===== src/design/rsa_modexp_engine_core_defines.svh =====
// ----------------------------------------------------------------------------
// RSA modexp engine assertion macros
// Shared concurrent assertion forms used by the engine's modules.
// ----------------------------------------------------------------------------
`ifndef RSA_MODEXP_ENGINE_CORE_DEFINES_SVH
`define RSA_MODEXP_ENGINE_CORE_DEFINES_SVH

// Same-cycle implication, disabled while reset is asserted.
`define RME_ASSERT_IMPL(lbl, clk, rstn, ante, cons, msg) \
    lbl: assert property (@(posedge clk) disable iff (!(rstn)) (ante) |-> (cons)) \
        else $error(msg);

// Next-cycle implication, disabled while reset is asserted.
`define RME_ASSERT_NEXT(lbl, clk, rstn, ante, cons, msg) \
    lbl: assert property (@(posedge clk) disable iff (!(rstn)) (ante) |=> (cons)) \
        else $error(msg);

`endif


===== src/design/rme_pkg.sv =====
// ----------------------------------------------------------------------------
// RSA modexp engine package
// Shared widths, register and status codes, and controller/datapath structs.
// ----------------------------------------------------------------------------
package rme_pkg;

    localparam int DATA_W       = 32;
    localparam int MOD_BITS_DEF = 32;
    localparam int CFG_IDX_W    = 2;

    localparam logic [CFG_IDX_W-1:0] CFG_MODULUS   = CFG_IDX_W'(0);
    localparam logic [CFG_IDX_W-1:0] CFG_PUB_EXP   = CFG_IDX_W'(1);
    localparam logic [CFG_IDX_W-1:0] CFG_PRIV_EXP  = CFG_IDX_W'(2);

    localparam logic REQ_DECRYPT      = 1'b1;
    localparam logic STATUS_OK        = 1'b0;
    localparam logic STATUS_RANGE_ERR = 1'b1;

    typedef struct packed {
        logic load;
        logic mul_start;
        logic mul_square;
        logic exp_shift;
        logic out_load;
    } t_dp_cmd;

    typedef struct packed {
        logic range_err;
        logic exp_zero;
        logic exp_lsb;
        logic exp_last;
        logic mul_busy;
        logic mul_done;
    } t_dp_status;

endpackage


===== src/design/rme_modmul.sv =====
// ----------------------------------------------------------------------------
// RSA modexp engine modular multiplier
// Bit-serial interleaved (a * b) mod m, one bit of a per cycle, MSB first.
// ----------------------------------------------------------------------------
`include "rsa_modexp_engine_core_defines.svh"

module rme_modmul #(
    parameter int MOD_BITS = rme_pkg::MOD_BITS_DEF
) (
    input  logic                i_clk,
    input  logic                i_rst_n,
    input  logic                i_start,
    input  logic [MOD_BITS-1:0] i_a,
    input  logic [MOD_BITS-1:0] i_b,
    input  logic [MOD_BITS-1:0] i_m,
    output logic                o_busy,
    output logic                o_done,
    output logic [MOD_BITS-1:0] o_p
);

    localparam int CW = $clog2(MOD_BITS + 1);
    localparam int EW = MOD_BITS + 2;

    logic [MOD_BITS-1:0] r_a;
    logic [MOD_BITS-1:0] r_b;
    logic [MOD_BITS-1:0] r_r;
    logic [MOD_BITS-1:0] n_r;
    logic [CW-1:0]       r_cnt;
    logic                r_busy;
    logic                r_done;

    logic [EW-1:0] w_dbl;
    logic [EW-1:0] w_sum;
    logic [EW-1:0] w_m1;
    logic [EW-1:0] w_m2;

    // Doubling and the optional add of b are folded into one step: the
    // partial value stays below 3m, so one of three candidates lies in [0, m).
    always_comb begin
        w_dbl = {1'b0, r_r, 1'b0};
        w_sum = w_dbl + {2'b00, r_b};
        w_m1  = {2'b00, i_m};
        w_m2  = {1'b0, i_m, 1'b0};
        if (r_a[MOD_BITS-1]) begin
            if (w_sum >= w_m2) begin
                n_r = MOD_BITS'(w_sum - w_m2);
            end else if (w_sum >= w_m1) begin
                n_r = MOD_BITS'(w_sum - w_m1);
            end else begin
                n_r = MOD_BITS'(w_sum);
            end
        end else begin
            if (w_dbl >= w_m1) begin
                n_r = MOD_BITS'(w_dbl - w_m1);
            end else begin
                n_r = MOD_BITS'(w_dbl);
            end
        end
    end

    always_ff @(posedge i_clk) begin
        if (!i_rst_n) begin
            r_busy <= 1'b0;
            r_done <= 1'b0;
        end else begin
            r_done <= r_busy && (r_cnt == CW'(1));
            if (i_start) begin
                r_busy <= 1'b1;
            end else if (r_busy && (r_cnt == CW'(1))) begin
                r_busy <= 1'b0;
            end
        end
    end

    always_ff @(posedge i_clk) begin
        if (i_start) begin
            r_a   <= i_a;
            r_b   <= i_b;
            r_r   <= '0;
            r_cnt <= CW'(MOD_BITS);
        end else if (r_busy) begin
            r_a   <= r_a << 1;
            r_r   <= n_r;
            r_cnt <= r_cnt - CW'(1);
        end
    end

    assign o_busy = r_busy;
    assign o_done = r_done;
    assign o_p    = r_r;

    `RME_ASSERT_NEXT(a_start_runs, i_clk, i_rst_n, i_start, r_busy && (r_cnt == CW'(MOD_BITS)), "multiplier did not start a full pass")
    `RME_ASSERT_NEXT(a_last_done, i_clk, i_rst_n, r_busy && (r_cnt == CW'(1)) && !i_start, r_done && !r_busy, "multiplier missed its done pulse")
    `RME_ASSERT_IMPL(a_busy_cnt, i_clk, i_rst_n, r_busy, r_cnt != '0, "multiplier busy with an empty bit count")

endmodule


===== src/design/rme_datapath.sv =====
// ----------------------------------------------------------------------------
// RSA modexp engine datapath
// Key registers, base/accumulator/exponent registers, multiplier, result beat.
// ----------------------------------------------------------------------------
module rme_datapath #(
    parameter int MOD_BITS = rme_pkg::MOD_BITS_DEF
) (
    input  logic                           i_clk,
    input  logic                           i_rst_n,
    input  logic                           i_cfg_we,
    input  logic [rme_pkg::CFG_IDX_W-1:0]  i_cfg_index,
    input  logic [rme_pkg::DATA_W-1:0]     i_cfg_wdata,
    input  logic                           i_req_type,
    input  logic [rme_pkg::DATA_W-1:0]     i_value_in,
    input  rme_pkg::t_dp_cmd               i_cmd,
    output rme_pkg::t_dp_status            o_sts,
    output logic [rme_pkg::DATA_W-1:0]     o_value_out,
    output logic                           o_status
);

    logic [MOD_BITS-1:0] r_modulus;
    logic [MOD_BITS-1:0] r_pub_exp;
    logic [MOD_BITS-1:0] r_priv_exp;
    logic [MOD_BITS-1:0] r_base;
    logic [MOD_BITS-1:0] r_acc;
    logic [MOD_BITS-1:0] r_exp;
    logic                r_err;
    logic                r_dst_acc;
    logic [rme_pkg::DATA_W-1:0] r_value_out;
    logic                r_status;

    logic [MOD_BITS-1:0] w_val;
    logic [MOD_BITS-1:0] w_cfg;
    logic [MOD_BITS-1:0] w_mul_a;
    logic [MOD_BITS-1:0] w_prod;
    logic                w_mul_busy;
    logic                w_mul_done;

    assign w_val   = MOD_BITS'(i_value_in);
    assign w_cfg   = MOD_BITS'(i_cfg_wdata);
    assign w_mul_a = i_cmd.mul_square ? r_base : r_acc;

    rme_modmul #(
        .MOD_BITS (MOD_BITS)
    ) u_modmul (
        .i_clk   (i_clk),
        .i_rst_n (i_rst_n),
        .i_start (i_cmd.mul_start),
        .i_a     (w_mul_a),
        .i_b     (r_base),
        .i_m     (r_modulus),
        .o_busy  (w_mul_busy),
        .o_done  (w_mul_done),
        .o_p     (w_prod)
    );

    always_ff @(posedge i_clk) begin
        if (!i_rst_n) begin
            r_modulus  <= '0;
            r_pub_exp  <= '0;
            r_priv_exp <= '0;
        end else if (i_cfg_we) begin
            unique case (i_cfg_index)
                rme_pkg::CFG_MODULUS:  r_modulus  <= w_cfg;
                rme_pkg::CFG_PUB_EXP:  r_pub_exp  <= w_cfg;
                rme_pkg::CFG_PRIV_EXP: r_priv_exp <= w_cfg;
                default: ;
            endcase
        end
    end

    // A modulus of one sends every power to zero, including exponent zero.
    always_ff @(posedge i_clk) begin
        if (i_cmd.load) begin
            r_base <= w_val;
            r_exp  <= (i_req_type == rme_pkg::REQ_DECRYPT) ? r_priv_exp : r_pub_exp;
            r_acc  <= (r_modulus == MOD_BITS'(1)) ? '0 : MOD_BITS'(1);
            r_err  <= (r_modulus == '0) || (w_val >= r_modulus);
        end else begin
            if (i_cmd.exp_shift) begin
                r_exp <= r_exp >> 1;
            end
            if (w_mul_done) begin
                if (r_dst_acc) begin
                    r_acc <= w_prod;
                end else begin
                    r_base <= w_prod;
                end
            end
        end
        if (i_cmd.mul_start) begin
            r_dst_acc <= !i_cmd.mul_square;
        end
        if (i_cmd.out_load) begin
            r_value_out <= r_err ? '0 : rme_pkg::DATA_W'(r_acc);
            r_status    <= r_err ? rme_pkg::STATUS_RANGE_ERR : rme_pkg::STATUS_OK;
        end
    end

    always_comb begin
        o_sts.range_err = r_err;
        o_sts.exp_zero  = (r_exp == '0);
        o_sts.exp_lsb   = r_exp[0];
        o_sts.exp_last  = ((r_exp >> 1) == '0);
        o_sts.mul_busy  = w_mul_busy;
        o_sts.mul_done  = w_mul_done;
    end

    assign o_value_out = r_value_out;
    assign o_status    = r_status;

endmodule


===== src/design/rme_ctrl.sv =====
// ----------------------------------------------------------------------------
// RSA modexp engine controller
// Sequences square-and-multiply over the exponent and hands off result beats.
// ----------------------------------------------------------------------------
`include "rsa_modexp_engine_core_defines.svh"

module rme_ctrl (
    input  logic                i_clk,
    input  logic                i_rst_n,
    input  logic                i_in_valid,
    output logic                o_in_ready,
    output logic                o_out_valid,
    input  logic                i_out_ready,
    input  rme_pkg::t_dp_status i_sts,
    output rme_pkg::t_dp_cmd    o_cmd
);

    typedef enum logic [2:0] {
        S_IDLE,
        S_DECIDE,
        S_MUL_ACC,
        S_MUL_SQ,
        S_DONE
    } t_state;

    t_state r_state;
    t_state n_state;
    logic   r_out_valid;

    always_comb begin
        o_cmd   = '0;
        n_state = r_state;
        unique case (r_state)
            S_IDLE: begin
                o_cmd.load = i_in_valid;
                if (i_in_valid) begin
                    n_state = S_DECIDE;
                end
            end
            S_DECIDE: begin
                if (i_sts.range_err || i_sts.exp_zero) begin
                    n_state = S_DONE;
                end else begin
                    o_cmd.mul_start  = 1'b1;
                    o_cmd.mul_square = !i_sts.exp_lsb;
                    n_state          = i_sts.exp_lsb ? S_MUL_ACC : S_MUL_SQ;
                end
            end
            S_MUL_ACC: begin
                // The last squaring is not needed once the exponent runs out.
                if (i_sts.mul_done) begin
                    if (i_sts.exp_last) begin
                        n_state = S_DONE;
                    end else begin
                        o_cmd.mul_start  = 1'b1;
                        o_cmd.mul_square = 1'b1;
                        n_state          = S_MUL_SQ;
                    end
                end
            end
            S_MUL_SQ: begin
                o_cmd.exp_shift = i_sts.mul_done;
                if (i_sts.mul_done) begin
                    n_state = S_DECIDE;
                end
            end
            S_DONE: begin
                o_cmd.out_load = !r_out_valid || i_out_ready;
                if (o_cmd.out_load) begin
                    n_state = S_IDLE;
                end
            end
            default: n_state = S_IDLE;
        endcase
    end

    always_ff @(posedge i_clk) begin
        if (!i_rst_n) begin
            r_state     <= S_IDLE;
            r_out_valid <= 1'b0;
        end else begin
            r_state <= n_state;
            if (o_cmd.out_load) begin
                r_out_valid <= 1'b1;
            end else if (i_out_ready) begin
                r_out_valid <= 1'b0;
            end
        end
    end

    assign o_in_ready  = (r_state == S_IDLE);
    assign o_out_valid = r_out_valid;

    `RME_ASSERT_IMPL(a_idle_mul_quiet, i_clk, i_rst_n, r_state == S_IDLE, !i_sts.mul_busy, "multiplier busy while idle")
    `RME_ASSERT_IMPL(a_start_free, i_clk, i_rst_n, o_cmd.mul_start, !i_sts.mul_busy, "multiplication started on a busy unit")
    `RME_ASSERT_NEXT(a_load_shows, i_clk, i_rst_n, o_cmd.out_load, o_out_valid && (r_state == S_IDLE), "result beat not presented after load")

endmodule


===== src/design/rsa_modexp_engine_core.sv =====
// ----------------------------------------------------------------------------
// RSA modexp engine core
// Computes value^exponent mod modulus with a square-and-multiply sequencer.
// ----------------------------------------------------------------------------
// Usage: software writes the modulus, public and private exponents through
// the write port (index 0, 1, 2) while the engine is idle. A request beat
// carries req_type (encrypt with the public exponent, decrypt with the
// private one) and value_in; each request yields one result beat with
// value_out and status. A value not below the modulus, or any value with
// a zero modulus, returns status 1 and value_out 0; that result beat goes
// through the decide and done states without any multiplication.
// Each modular multiplication runs on the single bit-serial multiplier;
// an exponent with k significant bits and w set bits costs k + w - 1
// multiplications, plus a decide step for each exponent bit. One request
// is processed at a time; the next one is taken as soon as the result sits
// in the output register, even if the receiver has not yet taken it. A
// stalled receiver holds the result beat, and a finished computation waits
// until that register frees. Reset clears the key registers to zero and
// drops any request or result in flight.
// ----------------------------------------------------------------------------
module rsa_modexp_engine_core #(
    parameter int MOD_BITS = rme_pkg::MOD_BITS_DEF
) (
    input  logic                          i_clk,
    input  logic                          i_rst_n,
    input  logic                          i_cfg_we,
    input  logic [rme_pkg::CFG_IDX_W-1:0] i_cfg_index,
    input  logic [rme_pkg::DATA_W-1:0]    i_cfg_wdata,
    input  logic                          i_in_valid,
    output logic                          o_in_ready,
    input  logic                          i_req_type,
    input  logic [rme_pkg::DATA_W-1:0]    i_value_in,
    output logic                          o_out_valid,
    input  logic                          i_out_ready,
    output logic [rme_pkg::DATA_W-1:0]    o_value_out,
    output logic                          o_status
);

    rme_pkg::t_dp_cmd    w_cmd;
    rme_pkg::t_dp_status w_sts;

    rme_ctrl u_ctrl (
        .i_clk       (i_clk),
        .i_rst_n     (i_rst_n),
        .i_in_valid  (i_in_valid),
        .o_in_ready  (o_in_ready),
        .o_out_valid (o_out_valid),
        .i_out_ready (i_out_ready),
        .i_sts       (w_sts),
        .o_cmd       (w_cmd)
    );

    rme_datapath #(
        .MOD_BITS (MOD_BITS)
    ) u_datapath (
        .i_clk       (i_clk),
        .i_rst_n     (i_rst_n),
        .i_cfg_we    (i_cfg_we),
        .i_cfg_index (i_cfg_index),
        .i_cfg_wdata (i_cfg_wdata),
        .i_req_type  (i_req_type),
        .i_value_in  (i_value_in),
        .i_cmd       (w_cmd),
        .o_sts       (w_sts),
        .o_value_out (o_value_out),
        .o_status    (o_status)
    );

endmodule


===== config.mk =====
export PLATFORM = sky130hd
export DESIGN_NAME = rsa_modexp_engine_core
export DESIGN_NICKNAME = d
export VERILOG_FILES = /design/src/design/rme_pkg.sv /design/src/design/rme_modmul.sv /design/src/design/rme_datapath.sv /design/src/design/rme_ctrl.sv /design/src/design/rsa_modexp_engine_core.sv
export VERILOG_INCLUDE_DIRS = /design/src /design/src/design
export SDC_FILE = /design/constraint.sdc
export NUM_CORES = 1
export LEC_CHECK = 0
export BUFFER_PORTS_ARGS = -buffer_cell sky130_fd_sc_hd__buf_4
export CAP_MARGIN = 20
export CORE_MARGIN = 3
export CORE_UTILIZATION = 67
export CTS_CLUSTER_SIZE = 24
export DETAILED_ROUTE_END_ITERATION = 16
export PLACE_DENSITY_LB_ADDON = 0.15
export SLEW_MARGIN = 20
export SYNTH_ARGS = -nofsm -noshare
export SYNTH_HDL_FRONTEND = slang
export SYNTH_SLANG_ARGS = --single-unit

===== constraint.sdc =====
create_clock -name i_clk -period 8.3 [get_ports i_clk]
set_clock_uncertainty 0.2 [all_clocks]
set_input_delay 1.66 -clock i_clk [delete_from_list [all_inputs] [get_ports i_clk]]
set_output_delay 1.66 -clock i_clk [all_outputs]
set_load 0.02 [all_outputs]

# Word level (Yosys, flattened, before mapping)
# Cells that the tools add are included.
[classes]
n_addsub = 5
multipliers = 0
div = 0
n_lt_le_gt_ge = 4
n_eq_ne = 13
shifts = 0
n_mux = 37
bitwise_logic = 0
n_reduce_logical = 24
[ops]
columns = ["cell", "n"]
rows = [
  ["$mux 32", 16],
  ["$logic_not 32->1", 3],
  ["$sub 32x32->32", 3],
  ["$add 33x32->34", 1],
  ["$ge 34x32->1", 1],
  ["$ge 34x33->1", 1],
  ["$ge 33x32->1", 1],
  ["$eq 32x1->1 const B", 1],
  ["$ge 32x32->1", 1],
  ["$mux 3", 6],
  ["$pmux 3 s5", 1],
  ["$reduce_bool 2->1", 6],
  ["$mux 1", 10],
  ["$reduce_and 2->1", 5],
  ["$eq 3x2->1 const B", 2],
  ["$eq 6x1->1 const B", 1],
  ["$mux 2", 3],
  ["$ne 2x1->1 const B", 3],
  ["$sub 6x1->6 const B", 1],
  ["$ne 2x2->1 const B", 2],
  ["$pmux 2 s2", 1],
  ["$reduce_and 4->1", 1],
  ["$eq 3x1->1 const B", 1],
  ["$eq 3x3->1 const B", 1],
  ["7 further kinds", 11],
]
[word_totals]
register_bits = 335
latchBits = 0
ram_bits = 0
romBits = 0
input_bits = 72
out_inout_bits = 35
word_cells = 101
n_memories = 0

# Logic depth before layout (Yosys ltp)
[logic_depth]
ltp_word = 6
mapped_depth = 26
mapped_depth_nobuf = 24

# Modules after synthesis
# From an unflattened synthesis, not the netlist that was laid out.
[unflattened]
cells_unflattened = 2340
hier_area_um2 = 21715.8
[modules_own_cells]
columns = ["mod", "instances", "cells_per_inst", "area_per_inst_um2", "seq_area_each_um2"]
rows = [
  ["rme_modmul", 1, 1358, 11185.7, 2722.6],
  ["rme_datapath", 1, 946, 10253.6, 5855.6],
  ["rme_ctrl", 1, 36, 276.5, 80.1],
]

# Least setup slack after synthesis
# No wires, ideal clock.
[synth_path]
kind = "reg2reg"
start = "register u_datapath.u_modmul.r_r[0], in the netlist u_datapath.u_modmul.o_p[0]"
end = "register u_datapath.u_modmul.r_r[26], in the netlist u_datapath.u_modmul.o_p[26]"
setup_ns = 0.117
arrival_ns = 4.914
t_required_ns = 7.983
slack_ns = 3.069
path_stages_with_launch = 26
n_path_buf = 1
synth_period_minus_slack_ns = 5.231
path_cell_list = "dfxtp_1 -> ha_1 -> inv_1 -> fa_1 -> nand2b_1 -> a21o_1 -> a211o_1 -> and4_1 -> o31a_1 -> a211oi_1 -> nand2b_1 -> a21oi_1 -> xnor2_1 -> ha_1 -> nand2_1 -> or3_1 -> or3_1 -> nor4_1 -> a2111oi_0 -> o21ai_1 -> a211o_1 -> buf_4 -> nand2_1 -> o221ai_1 -> a21oi_1 -> a22o_1"
[synth_between]
elab_chain_len = 5
word_cells_on_any_way = 11
cone_classes = "add/sub: 4; order compare: 3; mux: 4"
[synth_lines]
columns = ["element", "line", "source"]
rows = [
  ["start: declaration", "rme_modmul.sv:26", "logic [MOD_BITS-1:0] r_r;"],
  ["start signal: assignment", "rme_modmul.sv:83", "r_r <= n_r;"],
  ["$add 33x32->34", "rme_modmul.sv:41", "w_sum = w_dbl + {2'b00, r_b};"],
  ["$sub 32x32->32 or $ge 34x32->1 (tied branches)", "rme_modmul.sv:48, rme_modmul.sv:47", ""],
  ["$mux 32", "rme_modmul.sv:47", "end else if (w_sum >= w_m1) begin"],
  ["$mux 32", "rme_modmul.sv:45", "if (w_sum >= w_m2) begin"],
  ["$mux 32 (*)", "rme_modmul.sv:44", "if (r_a[MOD_BITS-1]) begin"],
]
# Mark *: on every way between the ends. The rest lies on a longest branch, timed or not.
# A chain may end at the register's enable or synchronous reset.

# Worst setup path in the final report
# Same ends and word-level chain as after synthesis.

==> results.ini <==
[run_status]
status=completed

[die]
core.rowCount=64
start_util=0.684
coreArea_um2=30800
die_width_um=183
die_area_um2=33700
die_h_um=183
boundaryPins=107

[pwr]
p_leak_nw=9.40
peakVddDrop_mv=0.217
power_w=0.0105
powerDensity_nw_per_um2=451

[place]
io_buffer_count=106
dp_cells=2738
place.gp.congestion=1.05
place_hpwl_mm=46.8

[logic_synthesis]
syn_area_um2=21100
ys.warnings.count=0
netlist_instances=2323
synthSimpleGateAreaFrac=0.152
muxShareOfSynthArea=0.0378
syn_area_per_cell_um2=9.08
synth.net_count=2560
async_reset_ff_frac=0
synthTopCellsByArea=edfxtp_1, dfxtp_1, ha_1
ys_types=82
yosys.area.top_type=edfxtp_1
synth_top_area_share=0.278
synth_xor_area_frac=0.0452
synth_top_family_by_area=compound AO/OA/AOI/OAI gates
synth_fa_ha_area_frac=0.0993
synth_compound_area_frac=0.219
ys_seq_area_frac=0.410
synth.ff_latch_count=335
synth_ff_type=edfxtp_1
synth_edf_count=195

[layout]
fin_cells=2802
final_common_cell=nand2_1
antenna_cells=0
syn2layout_area_growth_pct=10.6
mostFrequentLayoutCells=nand2_1, a21oi_1, edfxtp_1, ha_1, o21ai_0
num-nets-final=2617
drive_gt1_frac=0.0919

[route]
firstDrtPassIters=5
drc_errors=0
viasPerCell=6.59
avgRoutedWirePerCell_um=22.7
dr.first_iter.drc_count=2082
wl_mm=63.6
dr_total_vias=18500
ant_nets=0

[clock_network]
max-clock-path-buffers=3
clock-sinks=335
cts-root-buf=clkbuf_16
cts_resized=0
cts_tree=yes
postCtsSetupBuffers=0
cts_inserted_buffers=35
cts_hold_buf=0
clock_latency_ps=530
cts.clk_slew.worst_paths_ps=60
cts.htree.levels=2

[timing]
hold_viol=0
worst_pin_slew_ps=1030
fin_setup_tns_ps=0
max_clock_freq_ghz=0.152
fin_crit_sh=0.793
fin_crit_ps=6580
setup_viol=0
rsz0062_at_grt=false
slew_violations=0
slew_headroom=0.311

[critical_path]
start_kind=register
crit_path_max_fanout=36
cp-end-kind=register
cp.required_ps=8520
critical_path_arrival_ps=6800
path_class=reg2reg

[grt]
grt_start_max_net_pins=102
grt_pass1_vias=17600
grt-ovfl-total=0
antenna_found_initial=0
grt_pass1_wl_mm=97.1
grt_usage=0.366

[flow_run]
max-cap-violations=0

[hold_path]
hp-class=reg2reg

==> final timing paths <==
| check | cells past startpoint | start | endpoint | slack [ps] |
|---|---|---|---|---|
| setup / recovery | 25 | u_datapath.u_modmul.o_p[0] | u_datapath.u_modmul.o_p[26] | 1720 |
| hold / removal | 0 | u_datapath.r_base[30] | u_datapath.u_modmul.r_b[30] | 250 |
| setup reg to reg | 25 | u_datapath.u_modmul.o_p[0] | u_datapath.u_modmul.o_p[26] | 1720 |
| hold reg to reg | 0 | u_datapath.r_base[30] | u_datapath.u_modmul.r_b[30] | 250 |
==> sequential cells by signal (all words and copies together), names as in the netlist, 3 cells and up <==
signal,cells
u_datapath.r_exp,32
u_ctrl.r_state,3
u_datapath.u_modmul.r_b,32
u_datapath.o_value_out,32
u_datapath.u_modmul.r_cnt,6
u_datapath.u_modmul.r_a,32
u_datapath.r_modulus,32
u_datapath.r_pub_exp,32
u_datapath.r_priv_exp,32
u_datapath.r_acc,32
u_datapath.r_base,32
u_datapath.u_modmul.o_p,32
==> worst max-delay path, stage by stage (launching register included) <==
cell	delay (ps)
dfxtp_1	420
ha_1	260
inv_1	80
fa_1	390
nand2b_1	190
a21o_1	190
a211o_1	330
and4_1	200
o31a_1	320
a211oi_1	200
nand2b_1	130
a21oi_1	80
xnor2_1	350
ha_1	240
nand2_1	90
or3_1	390
or3_1	380
nor4_1	300
a2111oi_0	110
o21ai_1	160
a211o_1	170
buf_4	340
nand2_1	370
o221ai_1	300
a21oi_1	60
a22o_1	200
==> layout make-up <==
type	instances	area (µm²)
multi-input combinational	1799	11700
sequential	335	8660
fill	2064	7490
clock buffer	48	986
timing repair buffer	127	973
tap	396	495
inverter	82	308
clock inverter	15	201
==> logic make-up after synthesis <==
family / Yosys count
adders and majority gates: 165
xor gates and xnor gates: 109
DFF: 335
muxes: 79
and+or+nand+nor: 707
buffers and inverters: 189
AOI/OAI and AO/OA: 739
==> layer usage <==
metal / vias up / track usage / wire, µm
met5: - / 0 / 0
met4: 0 / 0.135 / 2570
met3: 160 / 0.0592 / 6170
met2: 998 / 0.585 / 28400
met1: 8729 / 0.508 / 26400
li1: 8591 / - / -
==> power by group <==
group | total [W] | internal (W) | switching [W]
Combinational | 0.00662 | 0.00256 | 0.00407
Sequential | 0.00227 | 0.00205 | 0.000219
Clock | 0.00163 | 0.000964 | 0.000670
==> metrics by stage <==
stage	worst slack [ps]	utilization	instance area (µm²)	hold WS, ps
floorplan	3070	-	21100	226
global placement	2160	0.718	22100	227
finish	1720	0.757	23300	251
CTS	1940	0.756	23300	252
detailed placement	1980	0.718	22100	237
global route	1320	0.757	23300	261
==> synthesized netlist by cell type (22+ instances only) <==
| library cell | n |
|---|---|
| mux2i_1 | 74 |
| dfxtp_1 | 140 |
| a21o_1 | 98 |
| nor3_1 | 31 |
| nor2_1 | 105 |
| clkbuf_1 | 89 |
| xor2_1 | 37 |
| nand3_1 | 40 |
| nand2_1 | 360 |
| inv_1 | 80 |
| a21oi_1 | 256 |
| o21ai_0 | 154 |
| and2_1 | 32 |
| xnor2_1 | 72 |
| ha_1 | 161 |
| a211oi_1 | 27 |
| nor2b_1 | 44 |
| a31oi_1 | 22 |
| edfxtp_1 | 195 |
Note: power is estimated with default switching activity, not from simulation.
